$ cat src/rtl/core/orb_pkg.sv
// Shared types and constants for the overwriting ring buffer.
package orb_pkg;

	// Fixed field widths of the request and response records
	localparam int SAMPLE_FIELD_W = 64;
	localparam int COUNT_W        = 7;

	// Request kinds
	localparam logic REQ_PUSH = 1'b0;
	localparam logic REQ_POP  = 1'b1;

	typedef struct packed {
		logic                      req_type;
		logic [SAMPLE_FIELD_W-1:0] sample_in;
		logic [COUNT_W-1:0]        max_count;
	} req_t;

	typedef struct packed {
		logic [SAMPLE_FIELD_W-1:0] sample_out;
		logic                      has_sample;
		logic                      is_last;
		logic [COUNT_W-1:0]        removed_so_far;
	} rsp_t;

	// Controls broadcast along the cell chain
	typedef struct packed {
		logic shift; // every cell takes its neighbor's record
		logic push;  // the cell at the tail index loads the new sample
	} chain_ctl_t;

	typedef enum logic {
		ST_IDLE,
		ST_POP
	} state_t;

endpackage

$ cat src/rtl/core/orb_cell.sv
// One storage cell of the sample chain: holds one record, shifts toward the head.
module orb_cell import orb_pkg::*; #(
	parameter int SAMPLE_WIDTH = 64,
	parameter int IDX_W        = 8,
	parameter int IDX          = 0
) (
	input  logic                    clk,
	input  chain_ctl_t              ctl,
	input  logic [IDX_W-1:0]        tail,
	input  logic [SAMPLE_WIDTH-1:0] sample_in,
	input  logic [SAMPLE_WIDTH-1:0] next_data,
	output logic [SAMPLE_WIDTH-1:0] data
);

	localparam logic [IDX_W-1:0] MY_IDX = IDX_W'(IDX);

	logic [SAMPLE_WIDTH-1:0] data_q;

	// A load at the tail wins over the shift (push into a full chain)
	always_ff @(posedge clk) begin
		if (ctl.push && (tail == MY_IDX)) begin
			data_q <= sample_in;
		end else if (ctl.shift) begin
			data_q <= next_data;
		end
	end

	assign data = data_q;

endmodule

$ cat config.mk
export PLATFORM = sky130hd
export DESIGN_NAME = orb_cell
export DESIGN_NICKNAME = d
export VERILOG_FILES = /design/src/rtl/core/orb_pkg.sv /design/src/rtl/core/orb_cell.sv
export SDC_FILE = /design/constraint.sdc
export NUM_CORES = 1
export LEC_CHECK = 0
export BUFFER_PORTS_ARGS = -buffer_cell sky130_fd_sc_hd__buf_2
export CAP_MARGIN = 20
export CORE_MARGIN = 4
export CORE_UTILIZATION = 25
export CTS_BUF_LIST = sky130_fd_sc_hd__clkbuf_8
export DETAILED_ROUTE_END_ITERATION = 6
export PLACE_DENSITY = 0.65
export SYNTH_ARGS = -nofsm -noshare
export SYNTH_HDL_FRONTEND = slang
export SYNTH_SLANG_ARGS = --single-unit
$ cat constraint.sdc
create_clock -name clk -period 3.2 [get_ports clk]
set_input_delay 0.64 -clock clk [delete_from_list [all_inputs] [get_ports clk]]
set_output_delay 0.64 -clock clk [all_outputs]
set_load 0.02 [all_outputs]
==> results of run 1 <==
synthesized netlist by cell type:
cell      instances  share of area, %
mux2_4           49                25
edfxtp_1         64                66
nand2b_1          1              0.21
nor4_1            1              0.21
buf_4             1              0.26
buf_6             5               1.9
nor3_1            1              0.17
mux2_2           15               5.8
nand4b_1          1              0.30
clkbuf_1          1              0.13
power by group:
part,switching (W),internal [W],leakage (nW)
Combinational,0.000163,0.000154,1.36
Clock,0.000308,0.000345,0.0890
Sequential,0.0000154,0.000997,0.626
worst min path at each step:
| stage | startpoint | endpoint | slack (ns) | cells after the start |
|---|---|---|---|---|
| 6_report | next_data[60] | data[60]$_DFFE_PP_ | 0.60 | 2 |
| 5_1_grt | next_data[49] | data[49]$_DFFE_PP_ | 0.56 | 2 |
| 4_1_cts | sample_in[40] | data[40]$_DFFE_PP_ | 0.58 | 2 |
| 3_5_place_dp | next_data[22] | data[22]$_DFFE_PP_ | 0.94 | 2 |
| 3_3_place_gp | sample_in[49] | data[49]$_DFFE_PP_ | 0.94 | 2 |
| 2_1_floorplan | next_data[14] | data[14]$_DFFE_PP_ | 0.86 | 1 |
final cells by class:
type,count,share of cell area [%]
flip-flops and latches,64,45.1
multi-input cells,68,22.0
clock inverters,6,1.23
clock buffers,9,2.91
well taps,143,4.20
repair buffers,205,24.5
through the flow:
step	util [%]	cells	total power (W)	instance area, µm²
3_3_place_gp	35.8	480	0.00135	4090
6_report	37.3	495	0.00198	4260
5_1_grt	37.3	495	0.00207	4260
3_5_place_dp	35.8	480	0.00135	4090
2_1_floorplan	-	139	0.00119	2920
4_1_cts	37.3	495	0.00201	4260
layer usage:
metal	routed length [µm]	GRT usage (%)	share of wire, %
met1	2650	11.0	36
met2	3700	17.9	51
met3	838	4.65	11
met4	117	5.10	1.6
met5	0	0	0
kinds of logic after synthesis:
group / after synthesis / synth area share (%)
multiplexers: 64 / 31.0
flip-flops: 64 / 65.8
buffers and inverters: 7 / 2.31
AND/OR/NAND/NOR: 4 / 0.900
==> metrics, run 1 <==
vias in the first global route about 2200; pre-CTS WS 0.806 ns; share of layout cells above drive strength 1 around four fifths; setup ws final 1.17 ns; Worst slew margin approximately 56%; GRT Util Overall 10.5%; Startpoint Class input pin; Largest register FFs between 60 and 70; status finished, final reports clean; power density of the placed cells approximately 470 mW/mm²; Final Cycle Share between 60 and 70%; GP Congestion around 0.77; Peak VDD IR 0.000197 V; Fillers around 1100; worst path cell trace buf_2 -> nor4_1 -> nand4b_1 -> buf_4 -> mux2_4; Crit. End Element register; Layout area overhead 45.9%; Post-Syn Area per Cell ~21 µm²; worst setup path startpoint tail[1]; most frequent cells in the layout buf_2, edfxtp_1, mux2_4, mux2_2, clkbuf_8; port bufs about 200; Crit Path Category input pin to register; grt ovf 0; Setup crit end data[42]$_DFFE_PP_; Mapped Nets 278; Yosys warning total 0; Peak Freq just under 500 MHz; DP Wirelength roughly 5900 µm; H-tree depth 3; vias after detailed routing between 2000 and 2500; #FFs+latches synth 64; # setup viols final 0; Levels on crit path 5; initial antenna violation count 0; CTS resizes 0; Leakage between 2 and 2.5 nW; hold_ws between 0.5 and 0.6 ns; CP arrival about 2.1 ns; CTS tree done; first-pass detailed-route iteration total 3; Routed WL per cell around 15 µm; Routed WL 7310 µm; Storage cell area between 0.0015 and 0.002 mm²; Fin Setup TNS 0 ns; most common cell after layout, fill and taps aside buf_2; crit path max fanout 37; Syn Std Cell Area about 0.0029 mm²; starting density of the core between 20% and 30%; critical path data required time roughly 3.3 ns; critical path's top delay family simple AND/OR/NAND/NOR gates; # IOs about 200; post-synthesis cell type count 10; first-pass GRT wire length 10700 µm; clk sink count 64; measured slew at the worst slew-check pin 0.653 ns; RSZ-0062 raised after global routing no; hold buffers post-CTS 0; core area roughly 0.011 mm²; CTS root buffer clkbuf_8; Slew Limit Fails 0; die width 116 µm; Final nets 487; area of the die 0.0135 mm²; multi-input logic area around 940 µm²; Setup Fix Bufs, Post-CTS 0; drt initial violations about 90; total CTS buffers 9; Die Span Y 116 µm; largest net degree at the start of global routing 38; maximum buffer depth of the clock tree 2; Max stage delay on crit path about 0.39 ns; Buf/Inv on CP 2; DRC errors left 0; Final min period ~2.0 ns; Slowest cell on crit path buf_4; Rows 39; via/cell ratio a little over 4; Antenna Cells 0; Seq/Total Area, Yosys roughly two thirds; clock slew at reported path FFs about 0.070 ns; Routed Antenna Nets 0; MaxCap Viol Count 0; Final Hold Fails 0; hold crit path type input pin to register; Synth Instances 139
Power figures use the tool's default switching activity.
==> inputs of run 2 (changes only) <==
- PLACE_DENSITY: 0.65 -> 0.63
- clock period: 3.2 -> 2 ns (I/O delays scaled with it)
==> run 2 against run 1 <==
Against the previous run:
- clock power increased by 38%
- via count down 0.79%
- wire length grew 0.15%
- hold slack worse by 0.24 ns
- sequential share of layout area fell by 0.11 points
- combinational power grew 62%
- first-iteration DRC count down 30%
==> metrics, run 2 (synthesized netlist as in run 1, its figures left out) <==
die width 116 µm (unchanged); critical path's top delay family simple AND/OR/NAND/NOR gates (unchanged); core area 0.0114 mm² (unchanged); area of the die 0.0135 mm² (unchanged); worst path cell trace buf_2 -> nor3_1 -> nand4b_1 -> buf_4 -> nand2b_4 -> buf_12 (was buf_2 -> nor4_1 -> nand4b_1 -> buf_4 -> mux2_4); Final min period roughly 1.9 ns; Worst slew margin 60.0% (was 56.5%); largest net degree at the start of global routing 35 (was 38); Crit. End Element register (unchanged); setup ws final 0.131 ns (was 1.17 ns); GP Congestion 0.706 (was 0.767); CP arrival 1.89 ns (was 2.11 ns); port bufs 202 (unchanged); Setup Fix Bufs, Post-CTS 0 (unchanged); # IOs 203 (unchanged); initial antenna violation count 0 (unchanged); pre-CTS WS -0.256 ns (was 0.806 ns); power density of the placed cells 711 mW/mm² (was 465 mW/mm²); Startpoint Class input pin (unchanged); critical path data required time 2.02 ns (was 3.28 ns); most common cell after layout, fill and taps aside buf_2 (unchanged); Buf/Inv on CP 3 (was 2); Final nets 488 (was 487); most frequent cells in the layout buf_2, edfxtp_1, mux2_4, mux2_2, clkbuf_8 (unchanged); hold_ws 0.363 ns (was 0.599 ns); Routed Antenna Nets 0 (unchanged); GRT Util Overall 10.1% (was 10.5%); CTS tree done (unchanged); vias in the first global route 2090 (was 2173); maximum buffer depth of the clock tree 2 (unchanged); hold crit path type input pin to register (unchanged); Antenna Cells 0 (unchanged); clock slew at reported path FFs 0.07 ns (about the same); Slew Limit Fails 0 (unchanged); hold buffers post-CTS 0 (unchanged); starting density of the core 25.6% (unchanged); Fin Setup TNS 0 ns (unchanged); worst setup path startpoint tail[5] (was tail[1]); Slowest cell on crit path buf_4 (unchanged); Max stage delay on crit path 0.36 ns (was 0.39 ns); # setup viols final 0 (unchanged); CTS resizes 0 (unchanged); clk sink count 64 (unchanged); CTS root buffer clkbuf_8 (unchanged); measured slew at the worst slew-check pin 0.600 ns (was 0.653 ns); grt ovf 0 (unchanged); Layout area overhead 46.3% (was 45.9%); Peak Freq ~530 MHz; RSZ-0062 raised after global routing no (unchanged); Final Cycle Share 93.5%; Routed WL 7320 µm (was 7310 µm); crit path max fanout 34 (was 37); Final Hold Fails 0 (unchanged); status finished, final reports clean (unchanged); Peak VDD IR 0.000253 V (was 0.000197 V); Rows 39 (unchanged); MaxCap Viol Count 0 (unchanged); via/cell ratio 4.08 (was 4.12); Worst Hold Depth 2 (unchanged); DRC errors left 0 (unchanged); drt initial violations 62 (was 88); share of layout cells above drive strength 1 80.5% (was 79.8%); vias after detailed routing 2022 (was 2038); Leakage 2.09 nW (was 2.08 nW); first-pass GRT wire length 10100 µm (was 10700 µm); Die Span Y 116 µm (unchanged); Crit Path Category input pin to register (unchanged); H-tree depth 3 (unchanged); total CTS buffers 9 (unchanged); first-pass detailed-route iteration total 4 (was 3); Largest register FFs 64 (unchanged); Routed WL per cell 14.8 µm (about the same); Setup crit end data[24]$_DFFE_PP_ (was data[42]$_DFFE_PP_); Levels on crit path 6 (was 5)
[run 2: changes by cell type in the layout (fill, tap and decap cells not counted)]
cell       delta
buf_12        +2
buf_4         -1
bufinv_16     -1
clkinv_1      -3
clkinv_2      +3
inv_1         +1
[run 2: report_power, final]
group / total (W) / internal, W / switching [W]
registers: 0.00162 / 0.00160 / 0.0000264
clock network: 0.000901 / 0.000427 / 0.000474
logic: 0.000513 / 0.000250 / 0.000264
total: 0.00304 / 0.00227 / 0.000764
[run 2: how the worst min path moves through the flow]
stage | from | to | slack [ns]
after CTS | sample_in[37] | data[37]$_DFFE_PP_ | 0.33
after detailed placement | next_data[51] | data[51]$_DFFE_PP_ | 0.70
final | next_data[26] | data[26]$_DFFE_PP_ | 0.36
after global placement | sample_in[39] | data[39]$_DFFE_PP_ | 0.70
after floorplan | next_data[54] | data[54]$_DFFE_PP_ | 0.62
after global routing | next_data[51] | data[51]$_DFFE_PP_ | 0.33
[run 2: cell type report]
| cell class | count | area, µm² |
|---|---|---|
| clock buffers | 9 | 124 |
| clock inverters | 6 | 30.0 |
| fillers | 1101 | 7150 |
| multi-input cells | 68 | 938 |
| flip-flops and latches | 64 | 1920 |
| well taps | 143 | 179 |
| repair buffers | 206 | 1080 |
[run 2: per-stage QoR]
step / std cells / util [%] / area [µm²] / power (W)
final: 496 / 37.4 / 4270 / 0.00304
after global routing: 496 / 37.4 / 4270 / 0.00319
after CTS: 496 / 37.4 / 4270 / 0.00310
after detailed placement: 481 / 36.1 / 4120 / 0.00218
after global placement: 481 / 36.1 / 4120 / 0.00217
after floorplan: 139 / - / 2930 / 0.00191
[run 2: metal layers]
layer | GRT usage [%] | part of all wire [%] | up-vias
li1 | - | - | 966
met1 | 10.4 | 35 | 949
met2 | 19.0 | 55 | 97
met3 | 2.92 | 8.2 | 10
met4 | 4.41 | 1.4 | 0
met5 | 0 | 0 | -
