**src/rtl/core/orb_pkg.sv**
```systemverilog
// Shared types and constants for the overwriting ring buffer.
package orb_pkg;

	// Fixed field widths of the request and response records
	localparam int SAMPLE_FIELD_W = 64;
	localparam int COUNT_W        = 7;

	// Request kinds
	localparam logic REQ_PUSH = 1'b0;
	localparam logic REQ_POP  = 1'b1;

	typedef struct packed {
		logic                      req_type;
		logic [SAMPLE_FIELD_W-1:0] sample_in;
		logic [COUNT_W-1:0]        max_count;
	} req_t;

	typedef struct packed {
		logic [SAMPLE_FIELD_W-1:0] sample_out;
		logic                      has_sample;
		logic                      is_last;
		logic [COUNT_W-1:0]        removed_so_far;
	} rsp_t;

	// Controls broadcast along the cell chain
	typedef struct packed {
		logic shift; // every cell takes its neighbor's record
		logic push;  // the cell at the tail index loads the new sample
	} chain_ctl_t;

	typedef enum logic {
		ST_IDLE,
		ST_POP
	} state_t;

endpackage

```
**src/rtl/core/orb_ctrl.sv**
```systemverilog
// Fill count, pop sequencer and response register for the ring buffer.
module orb_ctrl import orb_pkg::*; #(
	parameter int DEPTH        = 256,
	parameter int SAMPLE_WIDTH = 64,
	parameter int MAX_BATCH    = 64,
	parameter int IDX_W        = 8,
	parameter int FILL_W       = 9
) (
	input  logic                    clk,
	input  logic                    arst_n,
	input  logic                    req_valid,
	output logic                    req_ready,
	input  req_t                    req,
	output logic                    rsp_valid,
	input  logic                    rsp_ready,
	output rsp_t                    rsp,
	input  logic [SAMPLE_WIDTH-1:0] head_data,
	output chain_ctl_t              ctl,
	output logic [IDX_W-1:0]        tail
);

	localparam int CMP_W = (FILL_W > COUNT_W) ? FILL_W : COUNT_W;
	localparam logic [FILL_W-1:0]  FULL_CNT  = FILL_W'(DEPTH);
	localparam logic [IDX_W-1:0]   LAST_IDX  = IDX_W'(DEPTH - 1);
	localparam logic [COUNT_W-1:0] BATCH_CAP = COUNT_W'(MAX_BATCH);
	localparam logic [COUNT_W-1:0] ONE       = COUNT_W'(1);

	state_t               state_q, state_d;
	logic [FILL_W-1:0]    fill_q, fill_d;
	logic [COUNT_W-1:0]   remain_q, remain_d;
	logic [COUNT_W-1:0]   removed_q, removed_d;
	logic                 rsp_valid_q, rsp_valid_d;
	rsp_t                 rsp_q, rsp_d;

	logic                 full;
	logic                 out_free;
	logic                 accept;
	logic                 do_push;
	logic                 do_pop;
	logic                 pop_step;
	logic [COUNT_W-1:0]   want;
	logic [CMP_W-1:0]     want_ext;
	logic [CMP_W-1:0]     fill_ext;
	logic [COUNT_W-1:0]   take;

	// Batch size: saturate the request, then clip to what is stored
	always_comb begin
		want     = (req.max_count > BATCH_CAP) ? BATCH_CAP : req.max_count;
		want_ext = CMP_W'(want);
		fill_ext = CMP_W'(fill_q);
		take     = (want_ext < fill_ext) ? want : fill_ext[COUNT_W-1:0];
	end

	assign full     = (fill_q == FULL_CNT);
	assign out_free = !rsp_valid_q || rsp_ready;
	assign tail     = full ? LAST_IDX : fill_q[IDX_W-1:0];

	// Next state, handshake and response
	always_comb begin
		state_d     = state_q;
		fill_d      = fill_q;
		remain_d    = remain_q;
		removed_d   = removed_q;
		rsp_valid_d = rsp_valid_q;
		rsp_d       = rsp_q;
		req_ready   = 1'b0;
		pop_step    = 1'b0;

		if (rsp_ready) begin
			rsp_valid_d = 1'b0;
		end

		unique case (state_q)
			ST_IDLE: begin
				req_ready = (req.req_type == REQ_PUSH) || out_free;
			end
			ST_POP: begin
				req_ready = 1'b0;
			end
			default: begin
				req_ready = 1'b0;
			end
		endcase

		accept  = req_valid && req_ready;
		do_push = accept && (req.req_type == REQ_PUSH);
		do_pop  = accept && (req.req_type == REQ_POP);

		unique case (state_q)
			ST_IDLE: begin
				if (do_pop) begin
					rsp_valid_d = 1'b1;
					if (take == '0) begin
						// Nothing to remove: one empty, final result
						rsp_d.sample_out     = '0;
						rsp_d.has_sample     = 1'b0;
						rsp_d.is_last        = 1'b1;
						rsp_d.removed_so_far = '0;
					end else begin
						pop_step             = 1'b1;
						rsp_d.sample_out     = SAMPLE_FIELD_W'(head_data);
						rsp_d.has_sample     = 1'b1;
						rsp_d.is_last        = (take == ONE);
						rsp_d.removed_so_far = ONE;
						removed_d            = ONE;
						remain_d             = take - ONE;
						if (take != ONE) begin
							state_d = ST_POP;
						end
					end
				end
			end
			ST_POP: begin
				if (out_free) begin
					pop_step             = 1'b1;
					rsp_valid_d          = 1'b1;
					rsp_d.sample_out     = SAMPLE_FIELD_W'(head_data);
					rsp_d.has_sample     = 1'b1;
					rsp_d.is_last        = (remain_q == ONE);
					rsp_d.removed_so_far = removed_q + ONE;
					removed_d            = removed_q + ONE;
					remain_d             = remain_q - ONE;
					if (remain_q == ONE) begin
						state_d = ST_IDLE;
					end
				end
			end
			default: begin
				state_d = ST_IDLE;
			end
		endcase

		// Fill count: a push into a full chain keeps it at DEPTH
		if (do_push && !full) begin
			fill_d = fill_q + FILL_W'(1);
		end else if (pop_step) begin
			fill_d = fill_q - FILL_W'(1);
		end

		ctl.push  = do_push;
		ctl.shift = pop_step || (do_push && full);
	end

	// State register
	always_ff @(posedge clk or negedge arst_n) begin
		if (!arst_n) begin
			state_q     <= ST_IDLE;
			fill_q      <= '0;
			remain_q    <= '0;
			removed_q   <= '0;
			rsp_valid_q <= 1'b0;
		end else begin
			state_q     <= state_d;
			fill_q      <= fill_d;
			remain_q    <= remain_d;
			removed_q   <= removed_d;
			rsp_valid_q <= rsp_valid_d;
		end
	end

	// Response payload
	always_ff @(posedge clk) begin
		rsp_q <= rsp_d;
	end

	assign rsp_valid = rsp_valid_q;
	assign rsp       = rsp_q;

endmodule

```
**config.mk**
```make
export PLATFORM = sky130hd
export DESIGN_NAME = orb_ctrl
export DESIGN_NICKNAME = d
export VERILOG_FILES = /design/src/rtl/core/orb_pkg.sv /design/src/rtl/core/orb_ctrl.sv
export SDC_FILE = /design/constraint.sdc
export NUM_CORES = 1
export LEC_CHECK = 0
export BUFFER_PORTS_ARGS = -buffer_cell sky130_fd_sc_hd__buf_4
export CAP_MARGIN = 20
export CORE_MARGIN = 4
export CORE_UTILIZATION = 23
export DETAILED_ROUTE_END_ITERATION = 8
export GPL_TIMING_DRIVEN = 0
export SLEW_MARGIN = 20
export SYNTH_ARGS = -nofsm -noshare
export SYNTH_HDL_FRONTEND = slang
export SYNTH_SLANG_ARGS = --single-unit
```
**constraint.sdc**
```tcl
create_clock -name clk -period 11.7 [get_ports clk]
set_clock_uncertainty 0.15 [all_clocks]
set_input_delay 1.755 -clock clk [delete_from_list [all_inputs] [get_ports clk]]
set_output_delay 1.755 -clock clk [all_outputs]
set_load 0.005 [all_outputs]
```
==> summary.txt <==
Yosys
  – Top cell type's share of synthesized area: 0.447
  – Syn nets: 565
  – Cells after Synth: 405
  – Area leader, netlist: edfxtp_1
  – Synth top area cells: edfxtp_1, dfrtp_1, and2_1
  – Seq/Total Area, Yosys: 0.575
  – EDFF count, synth: 73
  – Ys async rst share: 0.255
  – Cell variety after synth: 59
  – Most frequent cells after synthesis: edfxtp_1, and2_1, dfrtp_1, nand2_1, a21oi_1
  – Synthesized flop and latch total: 98
  – Most common cell in the netlist: edfxtp_1
  – Yosys warns: 0
  – Most used DFF post-synth: edfxtp_1
  – Post-synthesis instance area: 4900 um^2
  – Avg Inst Size Synth: ~12 um^2

Setup path
  – Setup crit start kind: input pin
  – CP startpoint: req[6]
  – Reg2reg path depth: 15
  – CP endpoint: ctl[1]
  – WS Path Type: input pin to output pin
  – FF-to-FF End: remain_q[4]$_DFFE_PN0P_
  – Worst R2R Setup Slack: 7.31 ns
  – Crit path DAT: roughly 5.3 ns
  – Worst-path maximum fanout: 10
  – Crit. End Element: output pin
  – Reg2reg start: fill_ext[6]$_DFFE_PN0P_
  – Req. time, crit path: about 10 ns

Layout
  – Area Overhead vs Synth: 38.5%
  – Fillers: about 2200
  – NumNets Final: 738
  – Post-layout util: 0.323
  – Ant. Diodes: 0
  – Post-route cell area: 6790 um^2
  – Layout cells sized above 1: 0.372

Clocking
  – Hold buffers post-CTS: 0
  – Clock Tree Buf Depth: 2
  – Setup Buffers After CTS: 0
  – Skew-Pair Late Insertion Delay: ~0.35 ns
  – Clock buffer count from CTS: 9
  – Post-cts resize count: 0
  – CTS tree: done
  – Clock sinks: about 100
  – Root Buffer Master: clkbuf_16
  – Htree depth: 3
  – Clk slew on worst S/H paths: approximately 0.070 ns

Job
  – Max-cap violations: 0

STA
  – Slew headroom: 0.500
  – Period utilization: 0.613
  – Slew Viols, Final: 0
  – Setup violators final: 0
  – Tightest Pin Transition: ~0.75 ns
  – Final hold violations: 0
  – RSZ-0062 raised after global routing: no
  – F_max: ~140 MHz
  – Post-layout min period: 7.17 ns
  – PnR worst setup slack: roughly 4.5 ns
  – Post-Route Setup TNS: 0 ns

Route
  – Vias: 3597
  – Vias per cell: ~4.2
  – DRT Pass-1 Iters: 4
  – Initial drt markers: 142
  – DRC viols: 0
  – Antenna Nets Post-Route: 0
  – Routed len/inst: between 10 and 15 um
  – Final WL: 12700 um

Placed design
  – Post-DP HPWL: 9570 um
  – Routability congestion estimate: 0.771
  – Post-Place Cell Area: between 6000 and 7000 um^2
  – Pre-CTS setup slack: between 4 and 5 ns
  – I/O Buffers: 160

Global routing
  – Vias in the first global route: between 3000 and 4000
  – Number of antenna violations at the first check in global routing: 0
  – First-pass GRT wire length: 19700 um
  – Overflow after GRT: 0
  – Pin count of the biggest net entering global routing: 29
  – Gr usage total: 0.105

Die
  – Initial Utilization: 0.233
  – Num ports: about 230
  – Die Span Y: around 150 um
  – Full die area: roughly 24000 um^2
  – Die width: 154 um
  – Row count: between 50 and 60
  – Core area: around 21000 um^2

Pwr
  – PD cells: 202 nW/um^2
  – VDD IR max: 0.0949 mV
  – LEAKAGE: 2.83 nW

Min path
  – Hold Path Stages: 2
  – Hold WC Path Type: flip-flop to flip-flop

Run status
  – Outcome: finished clean
## report_power, final
group	internal, mW	switching [mW]
sequential	0.486	0.0662
clock	0.167	0.136
combinational	0.269	0.248
## per-layer routing
metal  track usage  up-vias  share of wire
met5             0        -              0
met4        0.0332        0          0.011
met2         0.172      131           0.47
met3        0.0290       10          0.071
met1         0.134     1684           0.45
li1              -     1772              -
## cell type report
class	instances	area (um^2)	share of cell area
buffer	19	131	0.0193
clock buffer	11	233	0.0343
clock inverter	5	62.6	0.00921
inverter	14	52.6	0.00774
multi-input combinational	274	1910	0.281
sequential	98	2820	0.415
tap	275	344	0.0507
timing repair buffer	162	1240	0.183
## state kept, by name, indices dropped and copies added (netlist names)
register / flops
rsp_valid: 1
remain_q: 7
state_q: 1
removed_q: 7
fill_ext: 9
rsp: 73
## how the worst min path moves through the flow
| stage | slack [ns] | to | from |
|---|---|---|---|
| finish | 0.37 | remain_q[1]$_DFFE_PN0P_ | remain_q[1]$_DFFE_PN0P_ |
| floorplan | 0.31 | remain_q[1]$_DFFE_PN0P_ | remain_q[1]$_DFFE_PN0P_ |
| CTS | 0.38 | remain_q[1]$_DFFE_PN0P_ | remain_q[1]$_DFFE_PN0P_ |
| global route | 0.40 | removed_q[6]$_DFFE_PN0P_ | removed_q[6]$_DFFE_PN0P_ |
| global placement | 0.35 | remain_q[1]$_DFFE_PN0P_ | remain_q[1]$_DFFE_PN0P_ |
| detailed placement | 0.36 | remain_q[1]$_DFFE_PN0P_ | remain_q[1]$_DFFE_PN0P_ |
## metrics by stage
step / std cells / total power [mW] / hold WS, ns
finish: 858 / 1.37 / 0.373
detailed placement: 842 / 1.09 / 0.362
floorplan: 405 / 0.862 / 0.313
global route: 858 / 1.47 / 0.399
CTS: 858 / 1.40 / 0.380
global placement: 840 / 1.08 / 0.350
## critical path: stages
cell,delay [ns]
buf_4,0.09
buf_4,0.15
nor2b_1,0.06
ha_1,0.26
nand2_1,0.06
nor4_1,0.52
o21ai_4,0.16
nand2_2,0.22
mux2_2,0.40
inv_1,0.09
ha_1,0.35
and3_1,0.22
nand3_1,0.08
nand3b_1,0.09
buf_2,0.24
buf_2,0.28
nand2_1,0.08
buf_4,0.14
## cells in the final DEF, fill, tap and decap left out, drive strengths merged, types with 2 or more instances in the layout
master and n:
a21o 2, a21oi 24, a22o 2, and2 69
and3 2, and4b 2, buf 176, clkbuf 16
clkinvlp 2, dfrtp 25, edfxtp 73, ha 19
inv 15, mux2 10, mux2i 6, nand2 26
nand2b 3, nand3 5, nand3b 3, nor2 16
nor2b 11, nor3 5, o21ai 16, o311ai 3
o41ai 2, or2 8, or2b 2, or3 3
xnor2 12, xor2 5
## logic make-up after synthesis
logic type | share of synthesized area
adder cells (fa/ha/maj) | 0.0526
AND/OR/NAND/NOR | 0.190
flip-flops | 0.575
buffers and inverters | 0.0375
multiplexers | 0.0367
XOR/XNOR | 0.0304
AO/OA/AOI/OAI | 0.0781
(Power assumes the default switching activity.)
